[src/rtl/cap_pkg.sv]
package cap_pkg;

    localparam int unsigned COLOR_ZONES_DEF = 3;
    localparam int unsigned ZONE_SLOTS      = 3;
    localparam int unsigned PIXEL_W         = 32;
    localparam int unsigned COV_W           = 7;
    localparam int unsigned COLUMN_W        = 12;
    localparam int unsigned CHAN_W          = 8;
    localparam int unsigned WEIGHT_W        = 14;
    localparam int unsigned PROD_W          = 16;
    localparam int unsigned S_TDATA_W       = 64;
    localparam int unsigned M_TDATA_W       = 32;
    localparam int unsigned CFG_REGS        = 7;
    localparam int unsigned CFG_IDX_W       = $clog2(CFG_REGS);
    localparam int unsigned CFG_DATA_W      = 32;
    localparam int unsigned PIPE_STAGES     = 4;

    localparam int unsigned CFG_MODE        = 0;
    localparam int unsigned CFG_ZONE_BASE   = 1;

    localparam logic [PIXEL_W-1:0] ZONE_COLOR_RESET = 32'h0000_0000;
    localparam logic [PIXEL_W-1:0] ZONE_END_RESET   = 32'hffff_ffff;
    localparam logic [CHAN_W:0]    ALPHA_ONE        = 9'h100;

    typedef enum logic [1:0] {
        MODE_BODY   = 2'd0,
        MODE_BORDER = 2'd1,
        MODE_RING   = 2'd2,
        MODE_PASS   = 2'd3
    } mode_t;

    typedef struct packed {
        logic first;
        logic second;
    } cap_stage_en_t;

endpackage

[src/rtl/cap_cfg_regs.sv]
module cap_cfg_regs
    import cap_pkg::*;
#(
    parameter int unsigned COLOR_ZONES = COLOR_ZONES_DEF
) (
    input  logic                  aclk,
    input  logic                  aresetn,
    input  logic                  cfg_wr_en,
    input  logic [CFG_IDX_W-1:0]  cfg_addr,
    input  logic [CFG_DATA_W-1:0] cfg_wdata,
    output mode_t                 mode,
    output logic [PIXEL_W-1:0]    zone_color [COLOR_ZONES],
    output logic [PIXEL_W-1:0]    zone_end [COLOR_ZONES]
);

    mode_t              mode_reg, mode_next;
    logic [PIXEL_W-1:0] color_reg [COLOR_ZONES];
    logic [PIXEL_W-1:0] color_next [COLOR_ZONES];
    logic [PIXEL_W-1:0] end_reg [COLOR_ZONES];
    logic [PIXEL_W-1:0] end_next [COLOR_ZONES];

    always_comb begin
        mode_next  = mode_reg;
        color_next = color_reg;
        end_next   = end_reg;
        if (cfg_wr_en) begin
            if (cfg_addr == CFG_IDX_W'(CFG_MODE)) begin
                mode_next = mode_t'(cfg_wdata[1:0]);
            end
            for (int z = 0; z < COLOR_ZONES; z++) begin
                if (cfg_addr == CFG_IDX_W'(CFG_ZONE_BASE + 2 * z)) begin
                    color_next[z] = cfg_wdata[PIXEL_W-1:0];
                end
                if (cfg_addr == CFG_IDX_W'(CFG_ZONE_BASE + 2 * z + 1)) begin
                    end_next[z] = cfg_wdata[PIXEL_W-1:0];
                end
            end
        end
    end

    always_ff @(posedge aclk) begin
        if (!aresetn) begin
            mode_reg <= MODE_BODY;
            for (int z = 0; z < COLOR_ZONES; z++) begin
                color_reg[z] <= ZONE_COLOR_RESET;
                end_reg[z]   <= ZONE_END_RESET;
            end
        end else begin
            mode_reg  <= mode_next;
            color_reg <= color_next;
            end_reg   <= end_next;
        end
    end

    assign mode       = mode_reg;
    assign zone_color = color_reg;
    assign zone_end   = end_reg;

endmodule

[src/rtl/cap_front.sv]
module cap_front
    import cap_pkg::*;
#(
    parameter int unsigned COLOR_ZONES = COLOR_ZONES_DEF
) (
    input  logic                      aclk,
    input  cap_stage_en_t             en,
    input  mode_t                     mode,
    input  logic [PIXEL_W-1:0]        zone_color [COLOR_ZONES],
    input  logic [PIXEL_W-1:0]        zone_end [COLOR_ZONES],
    input  logic [PIXEL_W-1:0]        dest_pixel,
    input  logic [COV_W-1:0]          body_coverage,
    input  logic [COV_W-1:0]          border_coverage,
    input  logic [COLUMN_W-1:0]       column,
    output logic [PIXEL_W-1:0]        dest_out,
    output logic [3*CHAN_W-1:0]       color_rgb,
    output logic [CHAN_W-1:0]         alpha
);

    logic [PIXEL_W-1:0]  dest_a_reg, dest_a_next;
    logic [PIXEL_W-1:0]  color_a_reg, color_a_next;
    logic [WEIGHT_W-1:0] weight_a_reg, weight_a_next;
    logic [PIXEL_W-1:0]  dest_b_reg;
    logic [3*CHAN_W-1:0] rgb_b_reg, rgb_b_next;
    logic [CHAN_W-1:0]   alpha_b_reg, alpha_b_next;
    logic [WEIGHT_W-1:0] scaled;

    function automatic logic col_below(input logic [COLUMN_W-1:0] col,
                                       input logic [PIXEL_W-1:0] bound);
        return (|bound[PIXEL_W-1:COLUMN_W]) || (col < bound[COLUMN_W-1:0]);
    endfunction

    always_comb begin
        color_a_next = zone_color[COLOR_ZONES-1];
        for (int k = COLOR_ZONES - 1; k >= 1; k--) begin
            if (col_below(column, zone_end[k])) begin
                color_a_next = zone_color[k-1];
            end
        end
        if (col_below(column, zone_end[0])) begin
            color_a_next = zone_color[0];
        end
        dest_a_next = dest_pixel;
        unique case (mode)
            MODE_BODY:   weight_a_next = WEIGHT_W'(body_coverage);
            MODE_BORDER: weight_a_next = WEIGHT_W'(border_coverage);
            MODE_RING:   weight_a_next = WEIGHT_W'(border_coverage) - WEIGHT_W'(body_coverage);
            MODE_PASS:   weight_a_next = '0;
            default:     weight_a_next = '0;
        endcase
    end

    // The weight is kept modulo 2^14, which is all the alpha byte depends on.
    assign scaled = weight_a_reg * {{(WEIGHT_W-CHAN_W){1'b0}}, color_a_reg[PIXEL_W-1 -: CHAN_W]};
    assign alpha_b_next = scaled[WEIGHT_W-1 -: CHAN_W];
    assign rgb_b_next   = color_a_reg[3*CHAN_W-1:0];

    always_ff @(posedge aclk) begin
        if (en.first) begin
            dest_a_reg   <= dest_a_next;
            color_a_reg  <= color_a_next;
            weight_a_reg <= weight_a_next;
        end
        if (en.second) begin
            dest_b_reg  <= dest_a_reg;
            rgb_b_reg   <= rgb_b_next;
            alpha_b_reg <= alpha_b_next;
        end
    end

    assign dest_out  = dest_b_reg;
    assign color_rgb = rgb_b_reg;
    assign alpha     = alpha_b_reg;

endmodule

[src/rtl/cap_mix.sv]
module cap_mix
    import cap_pkg::*;
(
    input  logic                aclk,
    input  cap_stage_en_t       en,
    input  logic [PIXEL_W-1:0]  dest_pixel,
    input  logic [3*CHAN_W-1:0] color_rgb,
    input  logic [CHAN_W-1:0]   alpha,
    output logic [PIXEL_W-1:0]  blended_pixel
);

    logic [CHAN_W:0]    inv_alpha;
    logic [PROD_W-1:0]  dprod_reg [4];
    logic [PROD_W-1:0]  dprod_next [4];
    logic [PROD_W-1:0]  cprod_reg [3];
    logic [PROD_W-1:0]  cprod_next [3];
    logic [PIXEL_W-1:0] pixel_reg, pixel_next;
    logic [PROD_W-1:0]  chan_sum;

    assign inv_alpha = ALPHA_ONE - {1'b0, alpha};

    // Lane 3 is the destination alpha, lanes 2 to 0 are red, green, blue.
    always_comb begin
        for (int i = 0; i < 4; i++) begin
            dprod_next[i] = {{(PROD_W-CHAN_W){1'b0}}, dest_pixel[i*CHAN_W +: CHAN_W]}
                          * {{(PROD_W-CHAN_W-1){1'b0}}, inv_alpha};
        end
        for (int i = 0; i < 3; i++) begin
            cprod_next[i] = {{(PROD_W-CHAN_W){1'b0}}, color_rgb[i*CHAN_W +: CHAN_W]}
                          * {{(PROD_W-CHAN_W){1'b0}}, alpha};
        end
    end

    always_comb begin
        pixel_next[PIXEL_W-1 -: CHAN_W] = dprod_reg[3][PROD_W-1 -: CHAN_W];
        chan_sum = '0;
        for (int i = 0; i < 3; i++) begin
            chan_sum = dprod_reg[i] + cprod_reg[i];
            pixel_next[i*CHAN_W +: CHAN_W] = chan_sum[PROD_W-1 -: CHAN_W];
        end
    end

    always_ff @(posedge aclk) begin
        if (en.first) begin
            dprod_reg <= dprod_next;
            cprod_reg <= cprod_next;
        end
        if (en.second) begin
            pixel_reg <= pixel_next;
        end
    end

    assign blended_pixel = pixel_reg;

endmodule

[src/rtl/coverage_alpha_pixel_blender.sv]
// Throughput: one beat per cycle; each of the four stages holds its beat
// while the next stage is full and stalled, and fills as soon as it frees.
// Reset clears all stage valid bits, sets mode to body coverage, all zone
// colors to zero and all zone ends to all ones.
module coverage_alpha_pixel_blender
    import cap_pkg::*;
#(
    parameter int unsigned COLOR_ZONES = COLOR_ZONES_DEF
) (
    input  logic                  aclk,
    input  logic                  aresetn,
    input  logic                  s_tvalid,
    output logic                  s_tready,
    // dest_pixel, body_coverage, border_coverage, column, zero fill
    input  logic [S_TDATA_W-1:0]  s_tdata,
    output logic                  m_tvalid,
    input  logic                  m_tready,
    // blended_pixel
    output logic [M_TDATA_W-1:0]  m_tdata,
    input  logic                  cfg_wr_en,
    input  logic [CFG_IDX_W-1:0]  cfg_addr,
    input  logic [CFG_DATA_W-1:0] cfg_wdata
);

    localparam int unsigned BODY_LSB   = PIXEL_W;
    localparam int unsigned BORDER_LSB = BODY_LSB + COV_W;
    localparam int unsigned COLUMN_LSB = BORDER_LSB + COV_W;

    mode_t                mode;
    logic [PIXEL_W-1:0]   zone_color [COLOR_ZONES];
    logic [PIXEL_W-1:0]   zone_end [COLOR_ZONES];
    logic [PIPE_STAGES-1:0] v_reg, v_next;
    logic [PIPE_STAGES-1:0] stage_en;
    logic [PIXEL_W-1:0]   dest_mid;
    logic [3*CHAN_W-1:0]  rgb_mid;
    logic [CHAN_W-1:0]    alpha_mid;
    cap_stage_en_t        front_en, mix_en;

    always_comb begin
        stage_en[PIPE_STAGES-1] = !v_reg[PIPE_STAGES-1] || m_tready;
        for (int k = PIPE_STAGES - 2; k >= 0; k--) begin
            stage_en[k] = !v_reg[k] || stage_en[k+1];
        end
        v_next = v_reg;
        if (stage_en[0]) begin
            v_next[0] = s_tvalid;
        end
        for (int k = 1; k < PIPE_STAGES; k++) begin
            if (stage_en[k]) begin
                v_next[k] = v_reg[k-1];
            end
        end
    end

    always_ff @(posedge aclk) begin
        if (!aresetn) begin
            v_reg <= '0;
        end else begin
            v_reg <= v_next;
        end
    end

    assign front_en = '{first: stage_en[0], second: stage_en[1]};
    assign mix_en   = '{first: stage_en[2], second: stage_en[3]};

    cap_cfg_regs #(
        .COLOR_ZONES (COLOR_ZONES)
    ) u_cfg (
        .aclk       (aclk),
        .aresetn    (aresetn),
        .cfg_wr_en  (cfg_wr_en),
        .cfg_addr   (cfg_addr),
        .cfg_wdata  (cfg_wdata),
        .mode       (mode),
        .zone_color (zone_color),
        .zone_end   (zone_end)
    );

    cap_front #(
        .COLOR_ZONES (COLOR_ZONES)
    ) u_front (
        .aclk            (aclk),
        .en              (front_en),
        .mode            (mode),
        .zone_color      (zone_color),
        .zone_end        (zone_end),
        .dest_pixel      (s_tdata[PIXEL_W-1:0]),
        .body_coverage   (s_tdata[BODY_LSB +: COV_W]),
        .border_coverage (s_tdata[BORDER_LSB +: COV_W]),
        .column          (s_tdata[COLUMN_LSB +: COLUMN_W]),
        .dest_out        (dest_mid),
        .color_rgb       (rgb_mid),
        .alpha           (alpha_mid)
    );

    cap_mix u_mix (
        .aclk          (aclk),
        .en            (mix_en),
        .dest_pixel    (dest_mid),
        .color_rgb     (rgb_mid),
        .alpha         (alpha_mid),
        .blended_pixel (m_tdata)
    );

    assign s_tready = stage_en[0];
    assign m_tvalid = v_reg[PIPE_STAGES-1];

`ifndef SYNTH
    a_reset_clears: assert property (@(posedge aclk)
        !aresetn |=> (v_reg == '0))
        else $error("Stage valid bits not cleared by reset.");

    a_full_blocks_input: assert property (@(posedge aclk) disable iff (!aresetn)
        ((&v_reg) && !m_tready) |-> !s_tready)
        else $error("Input beat taken while every stage is full and stalled.");

    a_stall_source: assert property (@(posedge aclk) disable iff (!aresetn)
        !s_tready |-> (m_tvalid && !m_tready))
        else $error("Input held off without a stalled output beat.");

    a_drain: assert property (@(posedge aclk) disable iff (!aresetn)
        (m_tready && !s_tvalid) |=> !v_reg[0])
        else $error("First stage still valid after draining with no input.");
`endif

endmodule
[config.mk]
export PLATFORM = sky130hd
export DESIGN_NAME = coverage_alpha_pixel_blender
export DESIGN_NICKNAME = d
export VERILOG_FILES = /design/src/rtl/cap_pkg.sv /design/src/rtl/cap_cfg_regs.sv /design/src/rtl/cap_front.sv /design/src/rtl/cap_mix.sv /design/src/rtl/coverage_alpha_pixel_blender.sv
export SDC_FILE = /design/constraint.sdc
export NUM_CORES = 2
export LEC_CHECK = 0
export BUFFER_PORTS_ARGS = -buffer_cell sky130_fd_sc_hd__clkbuf_2
export CAP_MARGIN = 40
export CORE_MARGIN = 2
export CORE_UTILIZATION = 30
export DETAILED_ROUTE_END_ITERATION = 10
export GPL_TIMING_DRIVEN = 0
export PLACE_DENSITY = 0.44
export SETUP_SLACK_MARGIN = 0.02
export SLEW_MARGIN = 0
export SYNTH_ARGS = -nofsm -noshare
export SYNTH_HDL_FRONTEND = slang
export SYNTH_SLANG_ARGS = --single-unit
[constraint.sdc]
create_clock -name aclk -period 5.34 [get_ports aclk]
set_input_delay 0.801 -clock aclk [delete_from_list [all_inputs] [get_ports aclk]]
set_output_delay 0.801 -clock aclk [all_outputs]
set_load 0.02 [all_outputs]
[Word level (Yosys, flattened, before mapping)]
Cells that the tools add are included.
Word-level totals
  register bits after elaboration: 484
  input port bits: 104
  output and inout port bits: 34
  word-level logic and storage cells: 77
Operators by class
  add/subtract/negate cells: 5
  multiply operators: 8
  $lt $le $gt $ge: 3
  equality and inequality tests: 9
  mux-type cells: 4
  reductions and logical operators: 23
Operators with widths (number)
  $mux 32: 3
  $mul 8x9->16: 4
  $reduce_or 20->1: 3
  $pmux 14 s4: 1
  $add 16x16->16: 3
  $mul 8x8->16: 3
  $lt 12x12->1: 3
  $mul 14x8->14: 1
  $reduce_and 2->1: 7
  $eq 3x3->1 const B: 3
  $sub 9x8->9 const A: 1
  $sub 7x7->8: 1
  $logic_or 1x1->1: 7
  $eq 3x2->1 const B: 2
  $eq 2x2->1 const B: 2
  $logic_not 1->1: 4
  $eq 3x1->1 const B: 1
  $logic_not 3->1: 1
  $eq 2x1->1 const B: 1
  $logic_not 2->1: 1

[Depth between registers and ports, before layout]
  depth in word-level cells: 5
  mapped depth: 22
  mapped depth without buffers: 20

[By module]
From an unflattened synthesis, not the netlist that was laid out.
Unflattened totals
  cells, all modules: 3424
  area total of the unflattened synthesis: 36219.7 sq um
Modules (own cells, without submodules)
  cap_mix: times used 1, cells each 2076, area each 20347.0 sq um, sequential area each 4083.9 sq um
  cap_front: times used 1, cells each 627, area each 8206.6 sq um, sequential area each 4083.9 sq um
  cap_cfg_regs: times used 1, cells each 704, area each 7502.2 sq um, sequential area each 3883.7 sq um
  coverage_alpha_pixel_blender: times used 1, cells each 17, area each 163.9 sq um, sequential area each 80.1 sq um

[Worst setup path before layout]
OpenSTA, ideal clock, no wires.
  kind: reg2reg
  start: reg u_front.alpha_b_reg[1] (netlist: u_front.alpha[1])
  end: reg u_mix.dprod_reg[15] (netlist bit), data pin
  setup time: 0.260 ns
  arrival: 5.044 ns
  data required time: 5.080 ns
  setup slack: 0.036 ns
  stages on the path, launching flop included: 22
  buffers on the path: 1
  period minus slack after synthesis: 5.304 ns
  path through: edfxtp_1 inv_1 ha_1 nand2_1 or3_1 xor2_1 clkbuf_1 and2_1 fa_1 fa_1 fa_1 inv_1 fa_1 inv_1 ha_1 o21a_1 o21a_1 o31ai_1 o21ai_0 nor3_1 o21bai_1 xnor2_1
RTL lines
  from (decl): line cap_front.sv:25  | logic [CHAN_W-1:0] alpha_b_reg, alpha_b_next;
  from (signal assigned): line cap_front.sv:67  | alpha_b_reg <= alpha_b_next;
  to (signal assigned): line cap_mix.sv:45  | dprod_reg <= dprod_next;
  to (decl): line cap_mix.sv:13  | logic [PROD_W-1:0] dprod_reg [4];

==> results.md <==
- Outcome: complete, but fails checks
- Violated checks: negative setup slack
- Largest net degree at the start of global routing: 49
- Clk_lat worst skew: 660 ps
- RSZ-0062 raised after global routing: true
- Num ports: 138
- Leak pwr: 0.0194 uW
- Endpoints failing hold: 0
- IO Port Bufs: 128
- Post-DP HPWL: 71800 um
- Layout Skew: 48.4 ps
- Cell Area, Placed: 38300 um2
- Count of final setup violators: 5
- Ys async rst share: 0
- WP depth: 22
- Vias in the first global route: 25.6k
- Yosys cell types: 57
- Primary FF master, synth: edfxtp_1
- Worst EP arrival: 5780 ps
- Buf/Inv on CP: 5
- Final Critical Period: 5420 ps
- Reg clk slew, reported paths: 70 ps
- Final Cycle Share: 1.02
- Worst VDD drop: 0.000324 V
- Total power: 18500 uW
- Routed Antenna Nets: 0
- Slew @ Worst Pin: 825 ps
- CTS tree: built
- Hold path cells: 1
- CTS Sinks: 470
- Hold-fix buffers, CTS: 0
- Worst path top cell family by delay: adder cells
- GRT overflow: 0
- Worst setup path class: reg -> reg
- Fmax: 184 MHz
- Initial antenna violation count: 5
- Post-layout worst setup margin: -81.1 ps
- Placement row count: 126
- Design Area, Final: 42000 um2
- Worst reg-to-reg path cell count: 22
- CTS Root Cell: clkbuf_16
- Drt total wl: 92500 um
- Crit-path cells: inv_2 > ha_4 > nand2_4 > or3_4 > nor3_4 > clkbuf_8 > buf_6 > and2_4 > fa_1 > fa_1 > fa_1 > inv_2 > fa_1 > inv_2 > ha_4 > o21a_1 > o21a_1 > nand2_2 > o21ai_4 > nor3_2 > o21bai_1 > xnor2_1
- Die ar.: 121000 um2
- CTS Buf Count: 57
- #FFs+latches synth: 470
- Max Cap Viol: 0
- Mapped cell area: 35500 um2
- Post-synthesis sequential area ratio: 0.342
- CTS Buffer Depth: 3
- Starting density of the core: 0.302
- Max-slew headroom: 0.450
- Required time worst endpoint: 5700 ps
- Post-DR wirelength/cell: 17.3 um
- Drt drc: 0
- Crit path top cell by count: fa_1
- Die Width: 348 um
- Startpoint Class: flop
- Most frequent cells in the layout: nand2_1 (546), inv_1 (432), and2_1 (360)
- Pins Over Slew Limit: 0
- Routed vias/inst: 4.52
- Cell area power density: 440 nW/um2
- Initial drt markers: 1044
- Htree depth: 2
- Setup crit end kind: flop
- TritonRoute pass-1 iters: 5
- Syn nets: 4254
- Slowest-stage cell, CP: fa_1
- Die height: 348 um
- Tot GR Track Use: 0.155
- Post-synthesis cell count: 3485
- Hold Crit Class: in -> reg
- Syn-to-layout area delta: 18.3%
- Sum Neg Setup Slack: -216 ps
- Syn avg cell area: 10.2 um2
- Vias: 24.1k
- Layout cells sized above 1: 0.142
- Global-route wire length before repair: 147000 um
- Synth warn: 0
- Nets: 4519
- Post-synth EDFFs: 272
- Final Wtd Congestion: 0.790
- Core area: 118000 um2
- Slowest cell delay on critical path: 520 ps
- Most common cell after layout, fill and taps aside: nand2_1
- CP Max Fanout: 3
==> metal layers <==
| layer | vias up | wire length (um) | track usage |
|---|---|---|---|
| met4 | 0 | 1930 | 0.0360 |
| met5 | - | 0 | 0 |
| met1 | 11800 | 43400 | 0.208 |
| li1 | 11900 | - | - |
| met2 | 315 | 43900 | 0.263 |
| met3 | 93 | 3230 | 0.0234 |
==> timing repair <==
item,CTS,global route
buffers inserted,54,28
pin swaps,75,75
setup endpoints to repair,43,31
resized for setup,144,119
==> cells in the mapped netlist (13+ instances only) <==
| library cell | number | area, um2 |
|---|---|---|
| fa_1 | 318 | 6370 |
| mux2_4 | 30 | 450 |
| mux2_2 | 30 | 338 |
| a21oi_1 | 79 | 395 |
| nand2b_1 | 18 | 113 |
| and2_1 | 369 | 2310 |
| nand2_1 | 551 | 2070 |
| dfxtp_1 | 198 | 3960 |
| xnor2_1 | 125 | 1090 |
| inv_1 | 451 | 1690 |
| edfxtp_1 | 272 | 8170 |
| o211ai_1 | 39 | 293 |
| xor2_1 | 19 | 166 |
| nor2b_1 | 28 | 175 |
| o21ai_0 | 39 | 195 |
| clkbuf_1 | 114 | 428 |
| or3_1 | 17 | 106 |
| nor4_1 | 20 | 125 |
| nand3_1 | 84 | 420 |
| a21boi_0 | 96 | 721 |
| nor2_1 | 57 | 214 |
| o21a_1 | 26 | 195 |
| nor3_1 | 16 | 80.1 |
| a21o_1 | 18 | 135 |
| ha_1 | 347 | 4340 |
| and3_1 | 13 | 81.3 |
==> worst paths after layout <==
| kind | from | slack, ps | to |
|---|---|---|---|
| max | u_front.alpha[0]$_DFFE_PP_ | -80 | u_mix.dprod_reg[15]$_DFFE_PP_ |
| min | s_tdata[1] | 330 | u_front.dest_a_reg[1]$_DFFE_PP_ |
| max reg2reg | u_front.alpha[0]$_DFFE_PP_ | -80 | u_mix.dprod_reg[15]$_DFFE_PP_ |
| min reg2reg | u_mix.dprod_reg[12]$_DFFE_PP_ | 410 | u_mix.blended_pixel[28]$_DFFE_PP_ |
==> layout make-up <==
| cell class | count | area [um2] |
|---|---|---|
| clock buffer | 66 | 1540 |
| inverter | 451 | 1700 |
| multi-input combinational | 2441 | 22100 |
| fill | 11900 | 75800 |
| clock inverter | 42 | 497 |
| timing repair buffer | 217 | 1510 |
| buffer | 112 | 616 |
| sequential | 470 | 12100 |
| tap | 1536 | 1920 |
| antenna | 1 | 2.50 |
==> metrics by stage <==
step                      instances   util  hold slack (ps)  setup WS [ps]
final                          5336  0.357              329          -81.1
after global routing           5335  0.357              305           -344
after CTS                      5316  0.351              275           -117
after detailed placement       5161  0.325              405          -1810
after global placement         5149  0.323              403          -1770
after floorplan                3485      -              400           36.1
==> report_power, final <==
part,leakage (uW),switching (uW),total (uW),internal [uW]
Sequential,0.00471,224,4800,4580
Clock,0.000976,1660,4180,2520
Combinational,0.0137,5070,9510,4440
==> cell families after synthesis <==
family,Yosys count,share of synthesized area
DFF,470,0.342
and+or+nand+nor,1195,0.165
AOI/OAI and AO/OA,364,0.0696
xor gates and xnor gates,144,0.0355
adders and majority gates,665,0.301
muxes,73,0.0260
buffers and inverters,574,0.0614
No activity file was read; power rests on OpenSTA's default activity.
